**config.mk**
```make
export PLATFORM = sky130hd
export DESIGN_NAME = fenced_ring_buffer_allocator
export DESIGN_NICKNAME = d
export VERILOG_FILES = /design/src/rtl/core/fba_pkg.sv /design/src/rtl/core/fba_front.sv /design/src/rtl/core/fba_queue.sv /design/src/rtl/core/fba_back.sv /design/src/rtl/core/fenced_ring_buffer_allocator.sv
export SDC_FILE = /design/constraint.sdc
export NUM_CORES = 1
export LEC_CHECK = 0
export BUFFER_PORTS_ARGS = -buffer_cell sky130_fd_sc_hd__buf_2
export CAP_MARGIN = 15
export CORE_ASPECT_RATIO = 0.6
export CORE_MARGIN = 1
export CORE_UTILIZATION = 50
export CTS_CLUSTER_DIAMETER = 60
export CTS_CLUSTER_SIZE = 20
export DETAILED_ROUTE_END_ITERATION = 6
export PLACE_DENSITY_LB_ADDON = 0.15
export REMOVE_ABC_BUFFERS = 1
export SYNTH_ARGS = -nofsm -noshare
export SYNTH_HDL_FRONTEND = slang
export SYNTH_SLANG_ARGS = --single-unit
export TNS_END_PERCENT = 5
```
**constraint.sdc**
```tcl
create_clock -name i_clk -period 11 [get_ports i_clk]
set_input_delay 2.2 -clock i_clk [delete_from_list [all_inputs] [get_ports i_clk]]
set_output_delay 2.2 -clock i_clk [all_outputs]
set_load 0.01 [all_outputs]
```
**src/rtl/core/fba_pkg.sv**
```systemverilog
`default_nettype none

package fba_pkg;

    // field and state widths
    localparam int SIZE_W    = 26;
    localparam int ALIGNED_W = 27;
    localparam int FREE_W    = 27;
    localparam int SEQ_W     = 32;

    // default configuration of the allocator
    localparam int RECORD_SLOTS_DEF = 16;
    localparam int ALIGN_BYTES_DEF  = 32;
    localparam logic [SIZE_W-1:0] CAP_RESET = 26'd1048576;
    localparam logic [FREE_W-1:0] FREE_MAX  = '1;

    // depth of the queue between front and back
    localparam int QUEUE_DEPTH = 2;

    typedef enum logic [1:0] {
        KIND_WAIT    = 2'd0,
        KIND_GRANT   = 2'd1,
        KIND_TOO_BIG = 2'd2
    } t_kind;

    // classified request handed from front to back
    typedef struct packed {
        logic                 too_big;
        logic [ALIGNED_W-1:0] aligned;
    } t_item;

    // one allocation record
    typedef struct packed {
        logic              pad;
        logic [SIZE_W-1:0] size;
    } t_rec;

endpackage

`default_nettype wire

```
**src/rtl/core/fba_front.sv**
```systemverilog
`default_nettype none

module fba_front #(
    parameter int ALIGN_BYTES = fba_pkg::ALIGN_BYTES_DEF
) (
    input  wire logic                        i_clk,
    input  wire logic                        i_rst_n,
    input  wire logic                        start,
    output logic                             busy,
    input  wire logic [fba_pkg::SIZE_W-1:0]  i_request_size,
    input  wire logic [fba_pkg::SIZE_W-1:0]  i_ring_capacity,
    input  wire logic                        i_full,
    output logic                             o_push,
    output fba_pkg::t_item                   o_item
);
    import fba_pkg::*;

    // rounding by reciprocal: q = (x * RECIP) >> SHIFT is exact for x < 2^SIZE_W
    localparam int ALIGN_W = $clog2(ALIGN_BYTES + 1);
    localparam int LOG_A   = $clog2(ALIGN_BYTES);
    localparam int SHIFT   = SIZE_W + LOG_A;
    localparam longint unsigned RECIP_L =
        ((64'd1 << SHIFT) + longint'(ALIGN_BYTES) - 64'd1) / longint'(ALIGN_BYTES);
    localparam int RECIP_W = SIZE_W + 1;
    localparam int PROD_W  = SIZE_W + RECIP_W;
    localparam int QA_W    = SIZE_W + ALIGN_W;
    localparam logic [RECIP_W-1:0] RECIP_C = RECIP_W'(RECIP_L);
    localparam logic [ALIGN_W-1:0] ALIGN_C = ALIGN_W'(ALIGN_BYTES);

    typedef enum logic [3:0] {
        F_IDLE = 4'b0001,
        F_MUL  = 4'b0010,
        F_BACK = 4'b0100,
        F_PUSH = 4'b1000
    } t_fstate;

    t_fstate             r_state, n_state;
    logic [SIZE_W-1:0]   r_size;
    logic [PROD_W-1:0]   r_prod;
    logic [SIZE_W-1:0]   r_qa;

    logic [SIZE_W-1:0]   quot;
    logic [QA_W-1:0]     qa_full;
    logic [SIZE_W-1:0]   rem;
    logic [ALIGN_W-1:0]  pad_amt;
    logic [ALIGNED_W-1:0] aligned;

    // quotient and quotient times alignment
    always_comb begin
        quot    = SIZE_W'(r_prod >> SHIFT);
        qa_full = QA_W'(quot) * QA_W'(ALIGN_C);
    end

    // round up: add (A - rem) unless already aligned
    always_comb begin
        rem     = r_size - r_qa;
        pad_amt = ALIGN_C - rem[ALIGN_W-1:0];
        if (rem == '0) begin
            aligned = ALIGNED_W'(r_size);
        end else begin
            aligned = ALIGNED_W'(r_size) + ALIGNED_W'(pad_amt);
        end
    end

    assign o_item.aligned = aligned;
    assign o_item.too_big = (aligned > ALIGNED_W'(i_ring_capacity));
    assign busy           = (r_state != F_IDLE);

    // sequencer
    always_comb begin
        n_state = r_state;
        o_push  = 1'b0;
        case (r_state)
            F_IDLE: begin
                if (start) begin
                    n_state = F_MUL;
                end
            end
            F_MUL: begin
                n_state = F_BACK;
            end
            F_BACK: begin
                n_state = F_PUSH;
            end
            F_PUSH: begin
                if (!i_full) begin
                    o_push  = 1'b1;
                    n_state = F_IDLE;
                end
            end
            default: begin
                n_state = F_IDLE;
            end
        endcase
    end

    always_ff @(posedge i_clk) begin
        if (!i_rst_n) begin
            r_state <= F_IDLE;
        end else begin
            r_state <= n_state;
        end
    end

    // datapath registers
    always_ff @(posedge i_clk) begin
        if (r_state == F_IDLE && start) begin
            r_size <= i_request_size;
        end
        if (r_state == F_MUL) begin
            r_prod <= PROD_W'(r_size) * PROD_W'(RECIP_C);
        end
        if (r_state == F_BACK) begin
            r_qa <= qa_full[SIZE_W-1:0];
        end
    end

endmodule

`default_nettype wire

```
**src/rtl/core/fba_queue.sv**
```systemverilog
`default_nettype none

module fba_queue (
    input  wire logic           i_clk,
    input  wire logic           i_rst_n,
    input  wire logic           i_push,
    input  wire fba_pkg::t_item i_item,
    output logic                o_full,
    input  wire logic           i_pop,
    output fba_pkg::t_item      o_item,
    output logic                o_empty
);
    import fba_pkg::*;

    localparam int PTR_W = $clog2(QUEUE_DEPTH);
    localparam int CNT_W = $clog2(QUEUE_DEPTH + 1);

    t_item              r_mem [QUEUE_DEPTH];
    logic [PTR_W-1:0]   r_wr_ptr;
    logic [PTR_W-1:0]   r_rd_ptr;
    logic [CNT_W-1:0]   r_count;

    assign o_full  = (r_count == CNT_W'(QUEUE_DEPTH));
    assign o_empty = (r_count == '0);
    assign o_item  = r_mem[r_rd_ptr];

    // pointers and fill level
    always_ff @(posedge i_clk) begin
        if (!i_rst_n) begin
            r_wr_ptr <= '0;
            r_rd_ptr <= '0;
            r_count  <= '0;
        end else begin
            if (i_push) begin
                r_wr_ptr <= r_wr_ptr + 1'b1;
            end
            if (i_pop) begin
                r_rd_ptr <= r_rd_ptr + 1'b1;
            end
            if (i_push && !i_pop) begin
                r_count <= r_count + 1'b1;
            end else if (!i_push && i_pop) begin
                r_count <= r_count - 1'b1;
            end
        end
    end

    // entry storage
    always_ff @(posedge i_clk) begin
        if (i_push) begin
            r_mem[r_wr_ptr] <= i_item;
        end
    end

endmodule

`default_nettype wire

```
**src/rtl/core/fba_back.sv**
```systemverilog
`default_nettype none

module fba_back #(
    parameter int RECORD_SLOTS = fba_pkg::RECORD_SLOTS_DEF
) (
    input  wire logic                       i_clk,
    input  wire logic                       i_rst_n,
    input  wire logic [fba_pkg::SIZE_W-1:0] i_ring_capacity,
    input  wire logic                       i_empty,
    input  wire fba_pkg::t_item             i_item,
    output logic                            o_pop,
    output logic                            o_result_strobe,
    output logic [1:0]                      o_result_kind
);
    import fba_pkg::*;

    localparam int SLOT_W = $clog2(RECORD_SLOTS);
    localparam logic [SLOT_W-1:0] SLOT_LAST = SLOT_W'(RECORD_SLOTS - 1);
    localparam logic [SEQ_W-1:0]  SLOTS_C   = SEQ_W'(RECORD_SLOTS);
    localparam t_rec REC_RESET = '{pad: 1'b1, size: '0};

    typedef enum logic [4:0] {
        B_IDLE    = 5'b00001,
        B_START   = 5'b00010,
        B_WRAP    = 5'b00100,
        B_SEQ2    = 5'b01000,
        B_RECLAIM = 5'b10000
    } t_bstate;

    t_bstate            r_state, n_state;
    t_item              r_item;
    logic [SIZE_W-1:0]  r_offset, n_offset;
    logic [FREE_W-1:0]  r_free, n_free;
    logic [SEQ_W-1:0]   r_issue, r_retire;
    logic [SLOT_W-1:0]  r_issue_slot, r_retire_slot;
    logic [RECORD_SLOTS-1:0] r_rec_valid;
    t_rec               r_rec [RECORD_SLOTS];
    logic               r_strobe, n_strobe;
    t_kind              r_kind, n_kind;

    logic               do_issue, do_retire, do_sub, rec_we;
    t_rec               rec_wdata;
    logic [SIZE_W-1:0]  sub_val;
    t_rec               retire_rec;
    logic [SEQ_W-1:0]   issue_inc;
    logic [SLOT_W-1:0]  issue_slot_inc, retire_slot_inc;
    logic               seq_full;
    logic [FREE_W:0]    free_plus;
    logic [FREE_W-1:0]  free_added, free_subbed;
    logic [SIZE_W+1:0]  end_sum;
    logic               wraps;
    logic [SIZE_W-1:0]  tail;
    logic [SIZE_W-1:0]  aligned_s;
    logic               reclaim_more;

    // record at the retire slot; a slot never written reads as empty padding
    assign retire_rec = r_rec_valid[r_retire_slot] ? r_rec[r_retire_slot] : REC_RESET;

    // sequence numbers; the slot restarts at zero after the last slot or when the counter wraps
    always_comb begin
        issue_inc = r_issue + 1'b1;
        seq_full  = (issue_inc == r_retire + SLOTS_C);
        if (r_issue == '1 || r_issue_slot == SLOT_LAST) begin
            issue_slot_inc = '0;
        end else begin
            issue_slot_inc = r_issue_slot + 1'b1;
        end
        if (r_retire == '1 || r_retire_slot == SLOT_LAST) begin
            retire_slot_inc = '0;
        end else begin
            retire_slot_inc = r_retire_slot + 1'b1;
        end
    end

    // free-space arithmetic, saturating both ways
    always_comb begin
        free_plus   = (FREE_W + 1)'(r_free) + (FREE_W + 1)'(retire_rec.size);
        free_added  = free_plus[FREE_W] ? FREE_MAX : free_plus[FREE_W-1:0];
        free_subbed = (FREE_W'(sub_val) > r_free) ? '0 : r_free - FREE_W'(sub_val);
    end

    // wrap test, tail length and reclaim test
    always_comb begin
        aligned_s    = r_item.aligned[SIZE_W-1:0];
        end_sum      = (SIZE_W + 2)'(r_offset) + (SIZE_W + 2)'(r_item.aligned);
        wraps        = (end_sum > (SIZE_W + 2)'(i_ring_capacity));
        tail         = (r_offset < i_ring_capacity) ? i_ring_capacity - r_offset : '0;
        reclaim_more = (r_item.aligned > ALIGNED_W'(r_free)) && (r_retire != r_issue);
    end

    // sequencer
    always_comb begin
        n_state   = r_state;
        n_offset  = r_offset;
        n_strobe  = 1'b0;
        n_kind    = KIND_WAIT;
        o_pop     = 1'b0;
        do_issue  = 1'b0;
        do_retire = 1'b0;
        do_sub    = 1'b0;
        sub_val   = aligned_s;
        rec_we    = 1'b0;
        rec_wdata = '{pad: 1'b0, size: aligned_s};
        case (r_state)
            B_IDLE: begin
                if (!i_empty) begin
                    o_pop   = 1'b1;
                    n_state = B_START;
                end
            end
            B_START: begin
                if (r_item.too_big) begin
                    n_strobe = 1'b1;
                    n_kind   = KIND_TOO_BIG;
                    n_state  = B_IDLE;
                end else begin
                    do_issue  = 1'b1;
                    do_retire = seq_full;
                    n_state   = B_WRAP;
                end
            end
            B_WRAP: begin
                n_state = B_RECLAIM;
                if (wraps) begin
                    n_offset = '0;
                    if (tail != '0) begin
                        rec_we    = 1'b1;
                        rec_wdata = '{pad: 1'b1, size: tail};
                        do_sub    = 1'b1;
                        sub_val   = tail;
                        n_state   = B_SEQ2;
                    end
                end
            end
            B_SEQ2: begin
                do_issue  = 1'b1;
                do_retire = seq_full;
                n_state   = B_RECLAIM;
            end
            B_RECLAIM: begin
                if (reclaim_more) begin
                    do_retire = 1'b1;
                end else begin
                    rec_we   = 1'b1;
                    do_sub   = 1'b1;
                    n_offset = r_offset + aligned_s;
                    n_strobe = 1'b1;
                    n_kind   = KIND_GRANT;
                    n_state  = B_IDLE;
                end
            end
            default: begin
                n_state = B_IDLE;
            end
        endcase
        // a reclaimed real record asks for its fence
        if (do_retire && !retire_rec.pad) begin
            n_strobe = 1'b1;
            n_kind   = KIND_WAIT;
        end
        if (do_retire) begin
            n_free = free_added;
        end else if (do_sub) begin
            n_free = free_subbed;
        end else begin
            n_free = r_free;
        end
    end

    // control and counters
    always_ff @(posedge i_clk) begin
        if (!i_rst_n) begin
            r_state       <= B_IDLE;
            r_offset      <= '0;
            r_free        <= FREE_W'(CAP_RESET);
            r_issue       <= '0;
            r_retire      <= '0;
            r_issue_slot  <= '0;
            r_retire_slot <= '0;
            r_rec_valid   <= '0;
            r_strobe      <= 1'b0;
        end else begin
            r_state  <= n_state;
            r_offset <= n_offset;
            r_free   <= n_free;
            r_strobe <= n_strobe;
            if (do_issue) begin
                r_issue      <= issue_inc;
                r_issue_slot <= issue_slot_inc;
            end
            if (do_retire) begin
                r_retire      <= r_retire + 1'b1;
                r_retire_slot <= retire_slot_inc;
            end
            if (rec_we) begin
                r_rec_valid[r_issue_slot] <= 1'b1;
            end
        end
    end

    // payload: current item, records, result kind
    always_ff @(posedge i_clk) begin
        if (o_pop) begin
            r_item <= i_item;
        end
        if (rec_we) begin
            r_rec[r_issue_slot] <= rec_wdata;
        end
        r_kind <= n_kind;
    end

    assign o_result_strobe = r_strobe;
    assign o_result_kind   = r_kind;

endmodule

`default_nettype wire

```
**src/rtl/core/fenced_ring_buffer_allocator.sv**
```systemverilog
// Channel   | Direction | Transfer condition         | Payload
// ----------+-----------+----------------------------+------------------------
// request   | in        | start high, busy low       | i_request_size[25:0]
// result    | out       | o_result_strobe high       | o_result_kind[1:0]
// config    | in        | i_cfg_wr_en high           | i_cfg_wr_data[25:0]
//
// The front takes no new request until it has pushed the last (two registered
// multiplies for the alignment round-up, then a push into a 2-entry queue).
// The back steps through start, wrap test and reclaim for a grant, plus a
// sequence step for a padded tail, a reclaim step per extra record; an oversize
// request ends at start. Results leave one per cycle at most and cannot be held
// off. Synchronous active-low reset; free space comes back as 1048576 bytes.
`default_nettype none

module fenced_ring_buffer_allocator #(
    parameter int RECORD_SLOTS = fba_pkg::RECORD_SLOTS_DEF,
    parameter int ALIGN_BYTES  = fba_pkg::ALIGN_BYTES_DEF
) (
    input  wire logic                       i_clk,
    input  wire logic                       i_rst_n,
    input  wire logic                       start,
    output logic                            busy,
    input  wire logic [fba_pkg::SIZE_W-1:0] i_request_size,
    input  wire logic                       i_cfg_wr_en,
    input  wire logic [fba_pkg::SIZE_W-1:0] i_cfg_wr_data,
    output logic                            o_result_strobe,
    output logic [1:0]                      o_result_kind
);
    import fba_pkg::*;

    logic [SIZE_W-1:0] r_ring_capacity;
    logic              q_push, q_pop, q_full, q_empty;
    t_item             q_in_item, q_out_item;

    // capacity register
    always_ff @(posedge i_clk) begin
        if (!i_rst_n) begin
            r_ring_capacity <= CAP_RESET;
        end else if (i_cfg_wr_en) begin
            r_ring_capacity <= i_cfg_wr_data;
        end
    end

    fba_front #(
        .ALIGN_BYTES (ALIGN_BYTES)
    ) u_front (
        .i_clk           (i_clk),
        .i_rst_n         (i_rst_n),
        .start           (start),
        .busy            (busy),
        .i_request_size  (i_request_size),
        .i_ring_capacity (r_ring_capacity),
        .i_full          (q_full),
        .o_push          (q_push),
        .o_item          (q_in_item)
    );

    fba_queue u_queue (
        .i_clk   (i_clk),
        .i_rst_n (i_rst_n),
        .i_push  (q_push),
        .i_item  (q_in_item),
        .o_full  (q_full),
        .i_pop   (q_pop),
        .o_item  (q_out_item),
        .o_empty (q_empty)
    );

    fba_back #(
        .RECORD_SLOTS (RECORD_SLOTS)
    ) u_back (
        .i_clk           (i_clk),
        .i_rst_n         (i_rst_n),
        .i_ring_capacity (r_ring_capacity),
        .i_empty         (q_empty),
        .i_item          (q_out_item),
        .o_pop           (q_pop),
        .o_result_strobe (o_result_strobe),
        .o_result_kind   (o_result_kind)
    );

endmodule

`default_nettype wire

```
==> metrics.cfg, run 1 <==
[run_status]
status=finished, final reports clean

[global_route]
grt_pass1_wl_um=170000
gr-total-overflow=0
antenna_found_initial=2
grt_pass1_vias=26900
grt_max_degree=84
grt.total_usage_pct=26.5

[sta]
finClkSkew_ps=38.7
fin_crit_ps=9920
drv_slew=0
worst_pin_slew_ps=1120
hold_viol=0
fin_setup_tns_ps=0
post-route-period-util_pct=90.2
worst_slack_ps=1080
fin_hold_ws_ps=414
setup_viol=0
relSlewSlack_pct=25.2
rsz0062_at_grt=no
max_freq_ghz=0.101

[floorplan]
dieArea_mm2=0.0840
io_pins=60
die_w_um=374
core_area_mm2=0.0817
die_h_um=225
start_util_pct=50.7
rows=81

[clocking]
cts_tree=done
cts_buffers=52
cts_htree_levels=2
clock_latency_ps=650
clk_pin_slew_ps=80
post_cts_resized=0
holdBufCountCts=0
post_cts_buffers=0
cts_root_buf=clkbuf_16
numClockSinks=771
cts_buffer_depth=3

[logic_synthesis]
async_flop_share_pct=0
yosysSeqAreaShare_pct=51.4
synth_top_family_by_area=simple AND/OR/NAND/NOR gates
yosysWarnings=0
synthFlopType=edfxtp_1
synth_edf_count=584
synth_fa_ha_area_share_pct=6.92
syn_inst=3446
ys_seq_elements=771
synthMuxAreaShare_pct=10.2
synthXorXnorAreaFrac_pct=5.05
yosysUniqueCellTypes=96
synth_area_mm2=0.0414
synth_compound_area_share_pct=10.4
syn_avg_cell_area_um2=12.0
synth-simple-area-share_pct=13.2

[worst_hold_path]
hold_class=register to register
hp-start=u_front.r_prod[31]

[place]
numPortBuffers=59
gp_congestion=0.960
dpl.hpwl_um=79600
dp_slack_ps=1280

[worst_setup_path]
crit_path_start=u_back.aligned_s[1]
cp.arrival_ps=10460
worstPathMaxFanout=34
cpPeakStageDelay_ps=690
worst-setup-path-type=register to register
crit_buf_inv=3
rr_startpoint=u_back.aligned_s[1]
slowest_stage=a2111oi_0
required_ps=11540
cp_top_family=compound AO/OA/AOI/OAI gates
crit_path_start_kind=register
end_kind=register

[routing]
drt-total-wl_um=112000
drc=0
first_pass_iters=5
via_count=28200
drtAntennaViolNets=0
avgViaCountPerCell=6.16
routedWlPerCell_um=24.4
drt_iter0_drc=3190

[final_layout]
syn2layout_area_growth_pct=7.83
drive_gt1_share_pct=11.7
antenna-diode-count=0
final_nets=3743

[power]
vdd_drop_max_v=0.000136
p_leak_nw=15.8
p_per_area_mw_per_mm2=156

[job]
cap_violations=0

through the flow:
| stage | power [mW] | cell area, um^2 | utilization, % | cells |
|---|---|---|---|---|
| 6_report | 6.96 | 44600 | 54.7 | 4582 |
| 2_1_floorplan | 4.45 | 40800 | - | 3299 |
| 3_5_place_dp | 4.94 | 43000 | 52.6 | 4485 |
| 4_1_cts | 6.98 | 44600 | 54.7 | 4581 |
| 3_3_place_gp | 4.89 | 42900 | 52.6 | 4484 |
| 5_1_grt | 7.25 | 44600 | 54.7 | 4582 |
worst paths after layout:
path              depth (start not counted)                end  slack, ps
setup / recovery                         37  u_back.r_free[26]       1080
hold reg to reg                           0    u_front.r_qa[5]        410
setup reg to reg                         37  u_back.r_free[26]       1080
hold / removal                            0    u_front.r_qa[5]        410
routing by layer:
layer / track usage, % / part of all wire [%]
met1: 43.4 / 50
met2: 37.2 / 41
met3: 3.85 / 7.4
met4: 4.43 / 1.4
met5: 0 / 0
final cells by class:
cell class / instances / area [um^2]
Multi-Input combinational cell: 2368 / 19000
Tap cell: 1079 / 1350
Fill cell: 6775 / 37000
Clock buffer: 76 / 1410
Sequential cell: 771 / 21300
Timing Repair Buffer: 108 / 676
Clock inverter: 20 / 275
Inverter: 160 / 601
cell usage in the layout (no fill, tap or decap), drive strengths merged, types with 76 or more instances in the layout:
master / synthesis / routed
inv: 159 / 170
nor2: 172 / 172
mux2i: 77 / 77
buf: 35 / 108
nand2: 185 / 185
xnor2: 142 / 142
ha: 221 / 221
dfxtp: 187 / 187
nor2b: 126 / 126
mux4: 138 / 138
xor2: 89 / 89
edfxtp: 584 / 584
a21oi: 136 / 136
clkbuf: 112 / 76
o21ai: 141 / 141
report_power, final:
group          internal (mW)  switching, mW
Clock                  0.977           1.08
Sequential              3.42          0.110
Combinational          0.471          0.909
synth_stat cells (all sizes together) (72+ instances only):
cell	n	area, um^2
nand2	185	694
o21ai	141	706
xor2	89	780
nor2	172	646
dfxtp	187	3740
clkbuf	112	420
mux2i	77	771
ha	221	2770
inv	159	597
nor3	72	365
edfxtp	584	17500
mux4	138	3110
xnor2	142	1240
nand3	73	370
nor2b	126	788
a21oi	136	681
and2	72	450
a21o	72	541
worst reg2reg max path: cells and delay by family, from the launching register on:
kind                       cells  cell delay, ps
muxes                          1             140
DFF                            1             480
AOI/OAI and AO/OA             20            5570
and+or+nand+nor                9            1820
adders and majority gates      4            1120
buffers and inverters          3             690
flip-flops by register name, indices dropped and copies added, names as in the netlist, 5 cells and up, named ones only:
register            cells
u_front.r_size         26
u_back.r_offset        26
u_back.r_free          27
u_front.r_qa           21
u_back.r_rec_valid     16
u_back.r_issue         32
u_back.r_retire        32
u_front.r_prod         21
r_ring_capacity        26
u_back.r_state          5
u_back.r_rec          432
u_queue.r_mem          56
u_back.aligned_s       26
kinds of logic after synthesis:
| logic type | Yosys count |
|---|---|
| fa+ha+maj | 226 |
| compound gates | 645 |
| xor+xnor | 234 |
| mux | 245 |
| flops | 771 |
| simple gates | 1018 |
| buf+inv | 307 |
Note: power is estimated with default switching activity, not from simulation.
==> run 2, diff against run 1 <==
- CORE_MARGIN: 1 -> 2
- PLACE_DENSITY: not set -> 0.66
- PLACE_DENSITY_LB_ADDON: 0.15 -> not set
==> run 2 against run 1 <==
Compared with the run above: core utilization down 0.15 points; sequential power about the same; non-clock buffer count up 4; worst hold slack better by 9.3 ps; via count down 0.55%; maximum frequency up 2.4%; clock skew down 3.6 ps; global-route usage down 1.5 points; highest routed layer unchanged.
==> metrics.cfg, run 2 (synthesis gave the netlist of run 1 again) <==
[run_status]
status=finished, final reports clean

[job]
cap_violations=0  ; unchanged

[floorplan]
die_w_um=376  ; +0.54%
dieArea_mm2=0.0852  ; +1.4%
start_util_pct=50.7  ; unchanged
core_area_mm2=0.0817  ; unchanged
rows=81  ; unchanged
io_pins=60  ; unchanged
die_h_um=227  ; +0.89%

[routing]
drt_iter0_drc=3442  ; +7.9%
first_pass_iters=5  ; unchanged
drc=0  ; unchanged
drtAntennaViolNets=0  ; unchanged
drt-total-wl_um=106000  ; -4.6%
via_count=28100  ; -0.55%
routedWlPerCell_um=23.2  ; -4.9%
avgViaCountPerCell=6.11  ; -0.81%

[final_layout]
final_cells=4594  ; +0.26%
final_common_cell=edfxtp_1
fin_area_mm2=0.0445  ; -0.28%
top_register=u_back.r_rec
largest_register_ffs=432  ; unchanged
regArea_mm2=0.0213  ; unchanged
final_nets=3744  ; +0.027%
most-common-layout-cells=edfxtp_1, ha_1, nand2_1
drive_gt1_share_pct=11.6  ; -0.086 points
multi_input_area_mm2=0.0190  ; about the same
post-route-util_pct=54.5  ; -0.15 points
n_fill_cell=6914  ; +2.1%
reg_top3=u_back.r_rec: 432 flops, u_queue.r_mem: 56 flops
syn2layout_area_growth_pct=7.52

[place]
dpl_cell_area_mm2=0.0430  ; about the same
numPortBuffers=59  ; unchanged
placed_cells=4488  ; +0.067%
dp_slack_ps=1540  ; +259 ps
dpl.hpwl_um=75300  ; -5.3%
gp_congestion=0.958  ; -0.19%

[worst_setup_path]
end_kind=register
worstPathMaxFanout=34  ; unchanged
slowest_stage=a2111oi_0
worst-setup-path-type=register to register
crit_path_start_kind=register
required_ps=11550  ; about the same
cpPeakStageDelay_ps=630  ; -60 ps
cp.arrival_ps=10230  ; -230 ps
cp_top_family=compound AO/OA/AOI/OAI gates
cpMostUsedCell=buf_4
crit_buf_inv=4  ; +1

[sta]
fin_setup_tns_ps=0  ; unchanged
rsz0062_at_grt=no
worst_pin_slew_ps=1130  ; +5.54 ps
fin_hold_ws_ps=423  ; +9.26 ps
hold_viol=0  ; unchanged
worst_slack_ps=1310  ; +230 ps
post-route-period-util_pct=88.1  ; -2.1 points
relSlewSlack_pct=24.9  ; -0.37 points
finClkSkew_ps=35.1  ; -3.61 ps
fin_crit_ps=9690  ; -230 ps
setup_viol=0  ; unchanged
max_freq_ghz=0.103  ; +2.4%
drv_slew=0  ; unchanged

[global_route]
gr-total-overflow=0  ; unchanged
antenna_found_initial=2  ; unchanged
grt_pass1_wl_um=163000  ; -4.0%
grt_pass1_vias=26200  ; -2.6%
grt.total_usage_pct=25.0  ; -1.5 points
grt_max_degree=75  ; -11%

[power]
vdd_drop_max_v=0.000117  ; -14%
p_leak_nw=15.8  ; -0.40%
p_per_area_mw_per_mm2=152  ; -2.3%
p_total_mw=6.79  ; -2.5%

[clocking]
cts_tree=done
clock_latency_ps=660  ; about the same
cts_root_buf=clkbuf_16
cts_buffers=49  ; -5.8%
cts_htree_levels=2  ; unchanged
clk_pin_slew_ps=90  ; about the same
post_cts_resized=0  ; unchanged
numClockSinks=771  ; unchanged
holdBufCountCts=0  ; unchanged
cts_buffer_depth=3  ; unchanged
post_cts_buffers=0  ; unchanged

[worst_hold_path]
hold_class=register to register

-- run 2: worst paths after layout --
kind	from	to	slack, ps	cells past startpoint
worst max-delay path	u_back.aligned_s[1]	u_back.r_free[26]	1310	37
worst min-delay path	u_front.r_prod[51]	u_front.r_qa[25]	420	0
worst max register to register	u_back.aligned_s[1]	u_back.r_free[26]	1310	37
worst min register to register	u_front.r_prod[51]	u_front.r_qa[25]	420	0
-- run 2: metal layers --
metal	wire length, um	global-route usage [%]	up-vias
met1	53100	41.1	13700
met3	10800	5.89	99
met5	0	2.11	-
li1	-	-	13100
met4	1310	3.86	0
met2	41200	33.3	1149
-- run 2: area by class of cell --
cell class	instances	share of cell area, %
Timing Repair Buffer	112	1.58
Clock buffer	75	2.97
Tap cell	1079	3.03
Antenna cell	12	0.0674
Inverter	160	1.35
Multi-Input combinational cell	2368	42.8
Clock inverter	17	0.396
Sequential cell	771	47.8
-- run 2: worst reg2reg max path, delay by kind of cell, from the launching register on --
kind                     cells  cell delay [ps]
adder cells (fa/ha/maj)      4             1110
buffers and inverters        4              970
AO/OA/AOI/OAI               19             5120
AND/OR/NAND/NOR              9             1770
multiplexers                 1              140
flip-flops                   1              490
-- run 2: where the power goes --
group          internal, mW  switching [mW]
combinational         0.471           0.891
sequential             3.42           0.100
clock                 0.862            1.05
total                  4.75            2.04
